### src/rtl/core/jsu_pkg.sv
package jsu_pkg;

  localparam int unsigned RES_MAX = 6;
  localparam int unsigned RES_CNT_W = 3;

  localparam logic [7:0] CH_QUOTE  = 8'h22;
  localparam logic [7:0] CH_BSLASH = 8'h5C;
  localparam logic [7:0] CH_SLASH  = 8'h2F;
  localparam logic [7:0] CH_B      = 8'h62;
  localparam logic [7:0] CH_F      = 8'h66;
  localparam logic [7:0] CH_N      = 8'h6E;
  localparam logic [7:0] CH_R      = 8'h72;
  localparam logic [7:0] CH_T      = 8'h74;
  localparam logic [7:0] CH_U      = 8'h75;

  localparam logic [20:0] CP_REPLACE = 21'h00FFFD;
  localparam logic [15:0] SURR_HI_LO = 16'hD800;
  localparam logic [15:0] SURR_HI_HI = 16'hDBFF;
  localparam logic [15:0] SURR_LO_LO = 16'hDC00;
  localparam logic [15:0] SURR_LO_HI = 16'hDFFF;

  typedef enum logic [2:0] {
    KIND_BYTE     = 3'd0,
    KIND_CLOSED   = 3'd1,
    KIND_BAD_ESC  = 3'd2,
    KIND_BAD_HEX  = 3'd3,
    KIND_TRUNC    = 3'd4,
    KIND_OPEN_ESC = 3'd5,
    KIND_OPEN_STR = 3'd6
  } kind_t;

  typedef enum logic [5:0] {
    MODE_PLAIN   = 6'b000001,
    MODE_ESC     = 6'b000010,
    MODE_HEX1    = 6'b000100,
    MODE_HIGH    = 6'b001000,
    MODE_HIGH_BS = 6'b010000,
    MODE_HEX2    = 6'b100000
  } mode_t;

  typedef struct packed {
    logic [7:0] data_byte;
    logic       input_ends;
  } in_item_t;

  typedef struct packed {
    logic [7:0] out_byte;
    logic [2:0] kind;
    logic       last;
  } out_item_t;

  typedef struct packed {
    logic [7:0] value;
    kind_t      kind;
  } res_ent_t;

  typedef struct packed {
    mode_t       mode;
    logic [15:0] hex_accum;
    logic [1:0]  hex_seen;
    logic        hex_bad;
    logic [15:0] held_high;
  } dec_state_t;

  typedef struct packed {
    logic [3:0][7:0] b;
    logic [2:0]      len;
  } utf8_t;

  function automatic utf8_t utf8_encode(logic [20:0] cp_in);
    logic [20:0] cp;
    utf8_t       r;
    cp = cp_in;
    if (cp >= 21'h00D800 && cp <= 21'h00DFFF) begin
      cp = CP_REPLACE;
    end
    r = '0;
    if (cp < 21'h000080) begin
      r.b[0] = cp[7:0];
      r.len  = 3'd1;
    end else if (cp < 21'h000800) begin
      r.b[0] = {3'b110, cp[10:6]};
      r.b[1] = {2'b10, cp[5:0]};
      r.len  = 3'd2;
    end else if (cp < 21'h010000) begin
      r.b[0] = {4'b1110, cp[15:12]};
      r.b[1] = {2'b10, cp[11:6]};
      r.b[2] = {2'b10, cp[5:0]};
      r.len  = 3'd3;
    end else begin
      r.b[0] = {5'b11110, cp[20:18]};
      r.b[1] = {2'b10, cp[17:12]};
      r.b[2] = {2'b10, cp[11:6]};
      r.b[3] = {2'b10, cp[5:0]};
      r.len  = 3'd4;
    end
    return r;
  endfunction

  function automatic logic [4:0] hex_value(logic [7:0] b);
    logic [4:0] r;
    r = '0;
    if (b >= 8'h30 && b <= 8'h39) begin
      r = {1'b1, 4'(b - 8'h30)};
    end else if (b >= 8'h61 && b <= 8'h66) begin
      r = {1'b1, 4'(b - 8'h57)};
    end else if (b >= 8'h41 && b <= 8'h46) begin
      r = {1'b1, 4'(b - 8'h37)};
    end
    return r;
  endfunction

endpackage

### src/rtl/core/json_string_unescape_unit.sv
// Streaming JSON string body unescaper: each input item is one byte of a string body, taken
// after the opening quote, or an end-of-input marker, and it yields zero to six result items
// (UTF-8 bytes or status codes, the final one flagged by last). An item is decoded in the
// cycle it is accepted and its results are loaded into a six-entry output queue that drains
// one result item per cycle while out_ready is high. Plain bytes therefore flow at one item
// per cycle while the receiver is ready; an item that expands to n results holds the output
// until its final result leaves, and the next item is taken in the cycle that result leaves.
module json_string_unescape_unit (
  input  logic                clk,
  input  logic                rst_n,
  input  logic                in_valid,
  output logic                in_ready,
  input  jsu_pkg::in_item_t   in_item,
  output logic                out_valid,
  input  logic                out_ready,
  output jsu_pkg::out_item_t  out_item
);
  import jsu_pkg::*;

  dec_state_t st_r;
  dec_state_t st_nxt;
  res_ent_t   dec_res [RES_MAX];
  logic [2:0] dec_cnt;
  res_ent_t   ent_r [RES_MAX];
  logic [2:0] rem_r;
  logic       in_fire;
  logic       out_fire;

  jsu_decode u_decode (
    .cur     (st_r),
    .item    (in_item),
    .nxt     (st_nxt),
    .res     (dec_res),
    .res_cnt (dec_cnt)
  );

  assign out_valid = (rem_r != 3'd0);
  assign out_fire  = out_valid & out_ready;
  assign in_ready  = (rem_r == 3'd0) || (rem_r == 3'd1 && out_ready);
  assign in_fire   = in_valid & in_ready;

  assign out_item.out_byte = ent_r[0].value;
  assign out_item.kind     = ent_r[0].kind;
  assign out_item.last     = (rem_r == 3'd1);

  always_ff @(posedge clk) begin
    if (!rst_n) begin
      st_r  <= '{mode: MODE_PLAIN, default: '0};
      rem_r <= '0;
    end else if (in_fire) begin
      st_r  <= st_nxt;
      rem_r <= dec_cnt;
    end else if (out_fire) begin
      rem_r <= rem_r - 3'd1;
    end
  end

  always_ff @(posedge clk) begin
    if (in_fire) begin
      ent_r <= dec_res;
    end else if (out_fire) begin
      for (int i = 0; i < RES_MAX - 1; i++) begin
        ent_r[i] <= ent_r[i + 1];
      end
    end
  end

endmodule

### src/rtl/core/jsu_decode.sv
module jsu_decode (
  input  jsu_pkg::dec_state_t cur,
  input  jsu_pkg::in_item_t   item,
  output jsu_pkg::dec_state_t nxt,
  output jsu_pkg::res_ent_t   res [jsu_pkg::RES_MAX],
  output logic [2:0]          res_cnt
);
  import jsu_pkg::*;

  logic        pre;
  logic        use_cp;
  logic [20:0] cp;
  logic        raw_en;
  logic [7:0]  raw_byte;
  kind_t       raw_kind;
  logic        esc_ok;
  logic [7:0]  esc_val;
  logic [4:0]  hd;
  logic [15:0] acc_n;
  logic        bad_n;
  logic [15:0] val;
  logic        val_high;
  logic        val_low;
  utf8_t       enc;
  res_ent_t    main [4];
  logic [2:0]  main_n;
  logic [7:0]  b;

  assign b = item.data_byte;

  always_comb begin
    esc_ok  = 1'b1;
    esc_val = b;
    case (b)
      CH_QUOTE, CH_BSLASH, CH_SLASH: esc_val = b;
      CH_B: esc_val = 8'h08;
      CH_F: esc_val = 8'h0C;
      CH_N: esc_val = 8'h0A;
      CH_R: esc_val = 8'h0D;
      CH_T: esc_val = 8'h09;
      default: esc_ok = 1'b0;
    endcase
  end

  assign hd       = hex_value(b);
  assign bad_n    = cur.hex_bad | ~hd[4];
  assign acc_n    = hd[4] ? {cur.hex_accum[11:0], hd[3:0]} : cur.hex_accum;
  assign val      = acc_n;
  assign val_high = (val >= SURR_HI_LO) && (val <= SURR_HI_HI);
  assign val_low  = (val >= SURR_LO_LO) && (val <= SURR_LO_HI);

  always_comb begin
    nxt      = cur;
    pre      = 1'b0;
    use_cp   = 1'b0;
    cp       = '0;
    raw_en   = 1'b0;
    raw_byte = '0;
    raw_kind = KIND_BYTE;
    if (item.input_ends) begin
      raw_en = 1'b1;
      unique case (cur.mode)
        MODE_ESC: raw_kind = KIND_OPEN_ESC;
        MODE_HEX1, MODE_HEX2: raw_kind = KIND_TRUNC;
        MODE_HIGH: begin
          pre      = 1'b1;
          raw_kind = KIND_OPEN_STR;
        end
        MODE_HIGH_BS: begin
          pre      = 1'b1;
          raw_kind = KIND_OPEN_ESC;
        end
        default: raw_kind = KIND_OPEN_STR;
      endcase
      nxt = '{mode: MODE_PLAIN, default: '0};
    end else begin
      unique case (cur.mode)
        MODE_ESC, MODE_HIGH_BS: begin
          if (cur.mode == MODE_HIGH_BS && b == CH_U) begin
            nxt.mode      = MODE_HEX2;
            nxt.hex_accum = '0;
            nxt.hex_seen  = '0;
            nxt.hex_bad   = 1'b0;
          end else if (cur.mode == MODE_ESC && b == CH_U) begin
            nxt.mode      = MODE_HEX1;
            nxt.hex_accum = '0;
            nxt.hex_seen  = '0;
            nxt.hex_bad   = 1'b0;
          end else begin
            pre           = (cur.mode == MODE_HIGH_BS);
            nxt.held_high = '0;
            raw_en        = 1'b1;
            if (esc_ok) begin
              raw_byte = esc_val;
              nxt.mode = MODE_PLAIN;
            end else begin
              raw_kind = KIND_BAD_ESC;
              nxt      = '{mode: MODE_PLAIN, default: '0};
            end
          end
        end
        MODE_HEX1, MODE_HEX2: begin
          if (cur.hex_seen != 2'd3) begin
            nxt.hex_seen  = cur.hex_seen + 2'd1;
            nxt.hex_accum = acc_n;
            nxt.hex_bad   = bad_n;
          end else if (bad_n) begin
            raw_en   = 1'b1;
            raw_kind = KIND_BAD_HEX;
            nxt      = '{mode: MODE_PLAIN, default: '0};
          end else if (cur.mode == MODE_HEX2 && val_low) begin
            use_cp = 1'b1;
            cp     = {1'b0, cur.held_high[9:0], val[9:0]} + 21'h010000;
            nxt    = '{mode: MODE_PLAIN, default: '0};
          end else begin
            pre = (cur.mode == MODE_HEX2);
            if (val_high) begin
              nxt           = '{mode: MODE_HIGH, default: '0};
              nxt.held_high = val;
            end else begin
              use_cp = 1'b1;
              cp     = {5'd0, val};
              nxt    = '{mode: MODE_PLAIN, default: '0};
            end
          end
        end
        default: begin
          if (cur.mode == MODE_HIGH && b == CH_BSLASH) begin
            nxt.mode = MODE_HIGH_BS;
          end else begin
            pre = (cur.mode == MODE_HIGH);
            if (cur.mode != MODE_PLAIN) begin
              nxt = '{mode: MODE_PLAIN, default: '0};
            end
            if (b == CH_QUOTE) begin
              raw_en   = 1'b1;
              raw_kind = KIND_CLOSED;
              nxt      = '{mode: MODE_PLAIN, default: '0};
            end else if (b == CH_BSLASH) begin
              nxt.mode = MODE_ESC;
            end else begin
              raw_en   = 1'b1;
              raw_byte = b;
            end
          end
        end
      endcase
    end
  end

  assign enc = utf8_encode(cp);

  always_comb begin
    for (int i = 0; i < 4; i++) begin
      main[i] = '{value: enc.b[i], kind: KIND_BYTE};
    end
    main_n = '0;
    if (use_cp) begin
      main_n = enc.len;
    end else if (raw_en) begin
      main[0] = '{value: raw_byte, kind: raw_kind};
      main_n  = 3'd1;
    end
  end

  always_comb begin
    for (int i = 0; i < RES_MAX; i++) begin
      res[i] = '{value: 8'h00, kind: KIND_BYTE};
    end
    if (pre) begin
      res[0].value = 8'hEF;
      res[1].value = 8'hBF;
      res[2].value = 8'hBD;
      res[3]       = main[0];
      res[4]       = main[1];
      res[5]       = main[2];
      res_cnt      = main_n + 3'd3;
    end else begin
      res[0]  = main[0];
      res[1]  = main[1];
      res[2]  = main[2];
      res[3]  = main[3];
      res_cnt = main_n;
    end
  end

endmodule

### config.mk
export PLATFORM = sky130hd
export DESIGN_NAME = json_string_unescape_unit
export DESIGN_NICKNAME = d
export VERILOG_FILES = /design/src/rtl/core/jsu_pkg.sv /design/src/rtl/core/json_string_unescape_unit.sv /design/src/rtl/core/jsu_decode.sv
export SDC_FILE = /design/constraint.sdc
export NUM_CORES = 1
export LEC_CHECK = 0
export BUFFER_PORTS_ARGS = -buffer_cell sky130_fd_sc_hd__buf_2
export CAP_MARGIN = 20
export CORE_MARGIN = 1
export CORE_UTILIZATION = 44
export CTS_CLUSTER_SIZE = 12
export DETAILED_ROUTE_END_ITERATION = 7
export PLACE_DENSITY = 0.67
export SYNTH_ARGS = -nofsm -noshare
export SYNTH_HDL_FRONTEND = slang
export SYNTH_HIERARCHICAL = 1
export SYNTH_SLANG_ARGS = --single-unit
export TNS_END_PERCENT = 50
### constraint.sdc
create_clock -name clk -period 7.2 [get_ports clk]
set_input_delay 0.72 -clock clk [delete_from_list [all_inputs] [get_ports clk]]
set_output_delay 0.72 -clock clk [all_outputs]
set_load 0.01 [all_outputs]
---- Word level (Yosys, flattened, before mapping) ----
Index checks and enable logic that the tools add are counted.
storage, ports and cells
  register bits after elaboration ......... 104
  output and inout port bits .............. 14
  word-level logic and storage cells ...... 187
cells by class
  $add $sub $neg .......................... 7
  $lt $le $gt $ge ......................... 15
  equal/unequal tests ..................... 22
  muxes and demuxes ....................... 97
  bitwise gates (word level) .............. 4
  reductions and logical operators ........ 24
operators by type and width
  operator                                                                 count
  21-bit 2-to-1 mux                                                        6
  41-bit 2-to-1 mux                                                        3
  55-bit 2-to-1 mux                                                        2
  35-bit 2-to-1 mux                                                        3
  16-bit 2-to-1 mux                                                        6
  8-bit 2-to-1 mux                                                         11
  41-bit one-hot mux with 2 select lines                                   1
  39-bit 2-to-1 mux                                                        2
  8-bit by 7-bit equality test with 1-bit output, second input constant    7
  27-bit 2-to-1 mux                                                        2
  25-bit 2-to-1 mux                                                        2
  11-bit 2-to-1 mux                                                        4
  22-bit 2-to-1 mux                                                        2
  8-bit one-hot mux with 5 select lines                                    1
  19-bit 2-to-1 mux                                                        2
  16-bit >= comparator, second input constant                              2
  16-bit <= comparator, second input constant                              2
  3-bit 2-to-1 mux                                                         10
  1-bit 2-to-1 mux                                                         25
  24-bit 2-to-1 mux                                                        1
  6-bit 2-to-1 mux                                                         4
  20-bit by 17-bit adder with 21-bit output, second input constant         1
  21-bit by 16-bit >= comparator with 1-bit output, second input constant  1
  21-bit by 16-bit <= comparator with 1-bit output, second input constant  1
  45 further kinds                                                         68

---- Depth between registers and ports, before layout ----
Gate-level depths: netlist of run 1.
  word-level depth ........................ 27
  depth in mapped cells ................... 15
  gate-level depth less buffers ........... 13

---- Hierarchy ----
The synthesis of run 1 kept the hierarchy.
by module, submodules not included
  module                     instances  cells each  area an instance (µm²)  sequential area each (µm²)
  json_string_unescape_unit  1          465         4520.6                  2862.7
  jsu_decode                 1          480         3021.6                  0.0

---- Worst setup path after synthesis of run 1 ----
No wires, ideal clock.
  path kind ............................... in2reg
  start point ............................. in in_item[1] (netlist bit)
  end point ............................... reg ent_r[49] (netlist bit), data pin
  library setup time ...................... 0.252 ns
  data arrival time ....................... 3.115 ns
  data required time ...................... 6.948 ns
  path slack .............................. 3.833 ns
  cell stages on the path ................. 12
  buffers on the path ..................... 1
  path through ............................ clkbuf_1 inv_1 ha_1 nor2b_1 o221a_2 mux2_2 a21oi_2 nor4_1 o311ai_1 o311ai_1 nand2_1 nand2_1
RTL lines
  what                            RTL line                         source
  start: declaration              json_string_unescape_unit.sv:13  input jsu_pkg::in_item_t in_item,
  end signal: assignment          json_string_unescape_unit.sv:60  ent_r <= dec_res;
  end signal: indexed assignment  json_string_unescape_unit.sv:63  ent_r[i] <= ent_r[i + 1];
  end: declaration                json_string_unescape_unit.sv:24  res_ent_t ent_r [RES_MAX];

==> flow_metrics.tcl, run 1 <==
set metrics [dict create \
    ioPinCount 27 \
    cts_tree "done" \
    fp.dieH_um 131 \
    routedWlPerCell_um 16.6 \
    ctsHoldBuffers 0 \
    finClkSkew_ns 0.0118 \
    htreeDepth 3 \
    arrival_ns 3.93 \
    row_count 46 \
    synth_area_um2 7290 \
    post-route-period-util 0.530 \
    path_cells "buf_2, inv_1, ha_1, nor2b_1, o221a_2, mux2_2, a21oi_2, nor4_4, o311ai_0, nand2_1, nand2_1, nand2_1" \
    start_util 0.456 \
    port_buffers 26 \
    core_um2 16000 \
    holdWs_ns 0.471 \
    ir_worst_vdd_uv 232 \
    synth_area_per_cell_um2 7.97 \
    startpoint "in_item[1]" \
    clk_path_buf_depth 2 \
    maxSlewHeadroom 0.321 \
    clkLatencyLatePin_ns 0.36 \
    critPathLaunchType "input pin" \
    drive_gt1_frac 0.0900 \
    worst_setup_path_end_kind "register" \
    drc_errors 0 \
    crit_end "ent_r[40]" \
    nets 919 \
    timing.rr.start "st_r[36]" \
    worst-path-buf-inv 2 \
    rr_worst_depth 10 \
    max_stage_delay_ns 0.64 \
    viasPerCell 5.66 \
    status "completed" \
    dp.cells 1100 \
    path_class "input pin to register" \
    worst_slew_pin_slew_ns 1.02 \
    crit_top_cell "nand2_1" \
    grt_pass1_wl_um 30200 \
    synth_cells 915 \
    cp_max_fo 20 \
    rsz0062_at_grt "no" \
    fillers 1625 \
    powerDensity_nw_per_um2 267 \
    layout.cells.non_filler 1116 \
    crit_required_ns 7.31 \
    worst-r2r-setup-slack_ns 3.72 \
    wirelength_um 18500 \
    cp_num_cells 12 \
    gp_congestion 0.952 \
    post-cts-setup-buffers 0 \
    placed_cell_area_um2 7320 \
    drv_slew 0 \
    post-route-min-period_ns 3.81 \
    drtIter0Drc 659 \
    final_core_util 0.478 \
    cpLargestDelayFamily "compound AO/OA/AOI/OAI gates" \
    r2r_end "ent_r[48]" \
    clk_pin_slew_ns 0.07 \
    ys_warn_count 6 \
    tns_ns 0 \
    hpwl_um 12400 \
    antenna_found_initial 0 \
    leakagePower_nw 2.96 \
    hold_viol 0 \
    cap_violations 0 \
    grt_pass1_vias 5645 \
    antenna_cells 0 \
    postRouteAntennaNets 0 \
    area_growth_pct 4.86 \
    clock_sinks 104 \
    vias 6311 \
    die_area_um2 17100 \
    setup_viol 0 \
    grt_max_degree 104 \
    crit_slowest_cell "o221a_2" \
    numCtsBuffers 9 \
    track_usage 0.229 \
    grt-ovfl-total 0 \
    fin_area_um2 7640 \
    cts_resized 0 \
    dieWidth_um 131 \
    fmax_mhz 262 \
    cts_root_buf "clkbuf_16" \
    drt-pass1-iter-count 7 \
    min_path_type "register to register" \
]
-- placed cells by master, fill, tap and decap left out, types with 9 or more instances in the layout --
master	count
nor2_1	44
conb_1	16
buf_2	26
a21oi_1	34
nand2_1	306
mux2i_1	10
a21boi_0	10
edfxtp_1	66
o21ai_0	51
nor3_1	27
inv_1	20
a22o_1	12
nand3_1	15
dfxtp_1	38
a21boi_1	28
ha_1	11
clkbuf_16	9
-- power by group --
part | internal, mW | switching, mW
Combinational | 0.161 | 0.398
Clock | 0.280 | 0.247
Sequential | 0.902 | 0.0547
-- through the flow --
step	worst slack, ns	power, mW
finish	3.39	2.04
global route	3.10	2.18
CTS	3.50	2.06
detailed placement	3.13	1.54
global placement	3.20	1.53
floorplan	3.83	1.45
-- cell type report --
type,count,area [um2],area share
Clock buffer,9,225,0.0295
Clock inverter,7,93.8,0.0123
Inverter,21,83.8,0.0110
Multi-Input combinational cell,728,4060,0.531
Sequential cell,104,2740,0.359
Tap cell,216,270,0.0354
Timing Repair Buffer,31,168,0.0219
-- worst min-delay path by stage --
| stage | startpoint | to | slack [ns] | depth (start not counted) |
|---|---|---|---|---|
| 6_report | st_r[32] | st_r[32] | 0.47 | 2 |
| 5_1_grt | st_r[32] | st_r[32] | 0.50 | 2 |
| 4_1_cts | st_r[32] | st_r[32] | 0.47 | 2 |
| 3_5_place_dp | st_r[32] | st_r[32] | 0.46 | 2 |
| 3_3_place_gp | st_r[32] | st_r[32] | 0.46 | 2 |
| 2_1_floorplan | st_r[25] | st_r[25] | 0.44 | 2 |
-- routing by layer --
| layer | wire length (um) | track usage | up-vias |
|---|---|---|---|
| met5 | 0 | 0 | - |
| met4 | 398 | 0.0879 | 0 |
| met3 | 952 | 0.0419 | 29 |
| met2 | 8110 | 0.340 | 193 |
| met1 | 9070 | 0.329 | 2952 |
| li1 | - | - | 3137 |
-- state kept, by name (all words and copies together), names as in the netlist --
register and count:
rem_r 3, ent_r 55, st_r 35, out_item 11
-- worst min-delay path, stage by stage (launching register included) --
cell	delay, ns
dfxtp_1	0.32
nand2_1	0.06
a21boi_1	0.05
Note: power is estimated with default switching activity, not from simulation.
==> run 2: changes to the inputs <==
--- a/config.mk
+++ b/config.mk
@@ -5,6 +5,7 @@
 export SDC_FILE = /design/constraint.sdc
 export NUM_CORES = 1
 export LEC_CHECK = 0
+export ABC_AREA = 1
 export BUFFER_PORTS_ARGS = -buffer_cell sky130_fd_sc_hd__buf_2
 export CAP_MARGIN = 20
 export CORE_MARGIN = 1
==> constraint.sdc (replaced) <==
create_clock -name clk -period 3.6 [get_ports clk]
set_input_delay 0.36 -clock clk [delete_from_list [all_inputs] [get_ports clk]]
set_output_delay 0.36 -clock clk [all_outputs]
set_load 0.01 [all_outputs]
==> flow_metrics.tcl, run 2 <==
set metrics [dict create \
    fmax_mhz 304 \
    grt-ovfl-total 0 \
    track_usage 0.233 \
    synth_cells 1078 \
    synth_area_per_cell_um2 6.89 \
    rsz0062_at_grt "yes" \
    cap_violations 0 \
    drtIter0Drc 778 \
    fillers 1678 \
    maxSlewHeadroom 0.483 \
    setup_viol 0 \
    layout_common_cells "nand2_1 (321), nor2_1 (147), inv_1 (105)" \
    ioPinCount 27 \
    timing.rr.start "st_r[35]" \
    ir_worst_vdd_uv 304 \
    grt_max_degree 70 \
    worst_slew_pin_slew_ns 0.772 \
    top_register "ent_r" \
    finClkSkew_ns 0.0129 \
    nets 1129 \
    layout.cells.non_filler 1330 \
    synth_area_um2 7430 \
    cts_tree "done" \
    preCtsSetupSlack_ns -0.0815 \
    area_growth_pct 10.5 \
    grt_pass1_vias 6184 \
    dp.cells 1312 \
    worst_setup_path_end_kind "register" \
    port_buffers 26 \
    routedWlPerCell_um 14.7 \
    arrival_ns 3.58 \
    drv_slew 0 \
    drt-pass1-iter-count 6 \
    cts_root_buf "clkbuf_16" \
    startpoint "in_item[1]" \
    clk_pin_slew_ns 0.08 \
    dieWidth_um 132 \
    grt_pass1_wl_um 32100 \
    post-route-period-util 0.913 \
    status "completed" \
    vias 6958 \
    clk_path_buf_depth 2 \
    ys_warn_count 6 \
    largest_register_ffs 55 \
    min_from "out_ready" \
    hpwl_um 14000 \
    final_common_cell "nand2_1" \
    fp.dieH_um 132 \
    hold_viol 0 \
    clkLatencyLatePin_ns 0.36 \
    cp_max_fo 9 \
    htreeDepth 3 \
    min_path_type "input pin to register" \
    critPathLaunchType "input pin" \
    clock_sinks 104 \
    wirelength_um 19500 \
    powerDensity_nw_per_um2 684 \
    leakagePower_nw 3.88 \
    fin_area_um2 8210 \
    crit_required_ns 3.90 \
    row_count 47 \
    setup_slack_ns 0.313 \
    antenna_cells 0 \
    path_class "input pin to register" \
    viasPerCell 5.23 \
    start_util 0.449 \
    placed_cell_area_um2 7850 \
    gp_congestion 0.986 \
    drive_gt1_frac 0.143 \
    core_um2 16500 \
    antenna_found_initial 0 \
    tns_ns 0 \
    post-route-min-period_ns 3.29 \
    postRouteAntennaNets 0 \
    numCtsBuffers 9 \
    die_area_um2 17400 \
    drc_errors 0 \
]
-- run 2: report_power, final --
part / switching [mW] / internal (mW) / total (mW)
combinational: 1.57 / 0.742 / 2.31
sequential: 0.273 / 2.01 / 2.28
clock: 0.517 / 0.504 / 1.02
-- run 2: worst max-delay path, cell delays in order --
cell and delay, ns:
buf_2 0.12, inv_1 0.08, ha_1 0.18, buf_4 0.12
nand3_2 0.08, nand3_4 0.12, buf_4 0.18, nand3_1 0.10
nand2_1 0.11, nand2_2 0.10, nor2_8 0.15, nand3_2 0.13
nand3_1 0.12, nand2_1 0.09, nand2_1 0.15, nor2_4 0.06
nand2_4 0.12, nand3_4 0.13, nor2_8 0.12, nand2_4 0.10
nand2_1 0.08, nand2_1 0.08, ha_1 0.18, o21ai_0 0.15
inv_1 0.07, nand3_1 0.08, nand3_1 0.09, a21oi_2 0.14
-- run 2: what timing repair did --
item | in CTS | in global routing
setup buffers | 0 | 2
resized for setup | 0 | 7
setup endpoints to repair | 0 | 3
hold buffers | 0 | 0
-- run 2: area by class of cell --
class	instances	area [um2]	area share
Clock buffer	9	225	0.0274
Inverter	115	432	0.0526
Multi-Input combinational cell	794	3870	0.471
Timing Repair Buffer	81	581	0.0707
Sequential cell	104	2740	0.334
Tap cell	220	275	0.0335
Clock inverter	7	86.3	0.0105
-- run 2: worst paths after layout --
kind	to	slack (ns)	depth (start not counted)
setup / recovery	rem_r[2]	0.31	28
hold / removal	rem_r[2]	0.32	3
setup reg to reg	rem_r[2]	0.32	22
hold reg to reg	ent_r[33]	0.50	2
-- run 2: layer usage --
metal,wire length [um],track usage
met1,9290,0.345
met2,8520,0.345
met3,1400,0.0331
met4,328,0.0782
met5,0,0
-- run 2: per-stage QoR --
| step | power, mW | hold slack (ns) | util |
|---|---|---|---|
| 6_report | 5.61 | 0.315 | 0.497 |
| 3_3_place_gp | 4.55 | 0.495 | 0.475 |
| 2_1_floorplan | 4.00 | 0.465 | - |
| 4_1_cts | 5.63 | 0.302 | 0.494 |
| 5_1_grt | 6.04 | 0.329 | 0.497 |
| 3_5_place_dp | 4.59 | 0.496 | 0.475 |
==> run 3: changes to the inputs <==
--- a/config.mk
+++ b/config.mk
@@ -13,8 +13,8 @@
 export CTS_CLUSTER_SIZE = 12
 export DETAILED_ROUTE_END_ITERATION = 7
 export PLACE_DENSITY = 0.67
+export SLEW_MARGIN = 20
 export SYNTH_ARGS = -nofsm -noshare
 export SYNTH_HDL_FRONTEND = slang
-export SYNTH_HIERARCHICAL = 1
 export SYNTH_SLANG_ARGS = --single-unit
 export TNS_END_PERCENT = 50
==> flow_metrics.tcl, run 3 <==
set metrics [dict create \
    htreeDepth 3 \
    clk_path_buf_depth 2 \
    routedWlPerCell_um 15.6 \
    setup_slack_ns 0.350 \
    final_common_cell "nand2_1" \
    postRouteAntennaNets 0 \
    antenna_found_initial 0 \
    hold_viol 0 \
    leakagePower_nw 3.00 \
    drive_gt1_frac 0.176 \
    powerDensity_nw_per_um2 530 \
    ys_ff_latch 96 \
    ir_worst_vdd_uv 257 \
    fillers 1307 \
    row_count 42 \
    dieWidth_um 120 \
    synth_area_per_cell_um2 7.37 \
    synth-xor-area-share 0.00427 \
    numCtsBuffers 9 \
    grt_max_degree 33 \
    cts_tree "done" \
    top_register "ent_r" \
    start_util 0.458 \
    dp.cells 1053 \
    finClkSkew_ns 0.00875 \
    synth_top_area_cell "edfxtp_1" \
    post-route-period-util 0.903 \
    p_total_mw 3.72 \
    wirelength_um 16700 \
    viasPerCell 5.32 \
    synth_nets 860 \
    worst_slew_pin_slew_ns 1.03 \
    layout.cells.non_filler 1069 \
    ys_seq_area_frac 0.397 \
    hpwl_um 12400 \
    synth-edff-count 52 \
    tns_ns 0 \
    fp.dieH_um 120 \
    largest_register_ffs 47 \
    clock_sinks 96 \
    synth-compound-area-share 0.160 \
    seq_area_um2 2440 \
    final_core_util 0.522 \
    nets 912 \
    synth_cells 836 \
    layout_common_cells "nand2_1 (226), inv_1 (101), a21oi_1 (74)" \
    crit_required_ns 3.89 \
    cp_max_fo 12 \
    clk_pin_slew_ns 0.07 \
    synth_area_leaders "edfxtp_1 (25%), dfxtp_1 (14%), nand2_1 (14%), inv_1 (6.2%), a21oi_1 (6.0%)" \
    cts_root_buf "clkbuf_16" \
    synth_mux_area_frac 0.00325 \
    synth_top_family_by_area "simple AND/OR/NAND/NOR gates" \
    die_area_um2 14500 \
    drc_errors 0 \
    yosysMostFrequentCell "nand2_1" \
    preCtsSetupSlack_ns -0.0664 \
    ys_warn_count 0 \
    port_buffers 26 \
    drtIter0Drc 540 \
    status "completed" \
    path_class "input pin to register" \
    gp_congestion 0.967 \
    post-route-min-period_ns 3.25 \
    min_path_type "input pin to register" \
    grt_pass1_wl_um 27700 \
    grt-ovfl-total 0 \
    rsz0062_at_grt "no" \
    ys_top_cells_by_count "nand2_1 (227), inv_1 (101), a21oi_1 (74), nor2_1 (69), edfxtp_1 (52)" \
    arrival_ns 3.54 \
    synth-async-reset-ratio 0 \
    track_usage 0.246 \
    setup_viol 0 \
    vias 5682 \
    yosys.area_share.simple 0.308 \
    core_um2 13500 \
    ioPinCount 27 \
    yosysUniqueCellTypes 52 \
    synth_area_um2 6160 \
    antenna_cells 0 \
    maxSlewHeadroom 0.314 \
    critPathLaunchType "input pin" \
    ys.flop_type "edfxtp_1" \
    worst_setup_path_end_kind "register" \
    clkLatencyLatePin_ns 0.36 \
    grt_pass1_vias 5382 \
    synth-adder-area-share 0.0223 \
    cap_violations 0 \
    drt-pass1-iter-count 5 \
    multi_input_area_um2 3090 \
    drv_slew 0 \
    yosysTopAreaCellShare 0.254 \
    fmax_mhz 308 \
    area_growth_pct 13.9 \
]
run 3: cell types whose count changed in the layout (fill, tap and decap cells not counted), sizes merged, moves of 8 or more:
cell / previous run / this run
nand2: 340 / 244
nor2: 161 / 81
a21oi: 44 / 76
o21ai: 75 / 49
o211ai: 22 / 3
nand3: 60 / 43
conb: 16 / 0
edfxtp: 66 / 52
o22ai: 17 / 9
run 3: routing by layer:
layer  up-vias  wire, um  GRT usage  part of all wire
li1       2847         -          -                 -
met1      2637      7920      0.336              0.47
met5         -         0          0                 0
met3        15       908     0.0467             0.054
met4         0       244     0.0725             0.015
met2       183      7620      0.394              0.46
run 3: worst paths after layout:
path | from | endpoint | slack [ns] | depth (start not counted)
setup / recovery | in_item[2] | rem_r[1] | 0.35 | 23
hold / removal | rst_n | st_r[35] | 0.28 | 2
setup reg to reg | st_r[35] | rem_r[1] | 0.49 | 19
hold reg to reg | st_r[16] | st_r[16] | 0.47 | 2
run 3: metrics by stage:
stage                     hold slack (ns)  cell area [um2]
final                               0.276             7020
after floorplan                     0.429             6160
after CTS                           0.271             7010
after global routing                0.282             7020
after detailed placement            0.454             6710
after global placement              0.452             6710
run 3: timing repair:
| item | CTS | global route |
|---|---|---|
| setup buffers | 0 | 0 |
| resized for setup | 0 | 2 |
| hold buffers | 0 | 0 |
| endpoints found under the setup margin | 0 | 2 |
run 3: critical path: stages:
cell      delay [ns]
buf_2           0.10
inv_1           0.09
ha_1            0.17
inv_1           0.06
nand3_1         0.13
nand3_4         0.17
nand2_8         0.15
nand2_1         0.08
nand2_2         0.13
nand2_2         0.08
nor2_4          0.16
nand4_1         0.12
nand2_1         0.16
nor2_1          0.08
nand3_2         0.12
o21ai_2         0.08
nor2_1          0.25
nand3_4         0.15
inv_4           0.13
o21bai_2        0.07
ha_1            0.27
or2_2           0.29
a31oi_1         0.15
run 3: layout make-up:
cell class / count / area share
Multi-Input combinational cell: 587 / 0.440
Sequential cell: 96 / 0.348
Timing Repair Buffer: 78 / 0.0760
Inverter: 116 / 0.0624
Clock buffer: 10 / 0.0326
Tap cell: 176 / 0.0314
Clock inverter: 6 / 0.00945
run 3: logic make-up (layout without fill, tap and decap cells):
group | after synthesis | after routing
and+or+nand+nor | 405 | 405
AOI/OAI and AO/OA | 166 | 166
adders and majority gates | 11 | 11
buffers and inverters | 153 | 210
muxes | 2 | 2
xor gates and xnor gates | 3 | 3
DFF | 96 | 96
run 3: power by group:
part	switching (mW)	internal [mW]	total (mW)	leakage, nW
Combinational	0.718	0.311	1.03	1.98
Clock	0.441	0.542	0.983	0.143
Sequential	0.107	1.60	1.70	0.879
Total	1.27	2.45	3.72	3.00
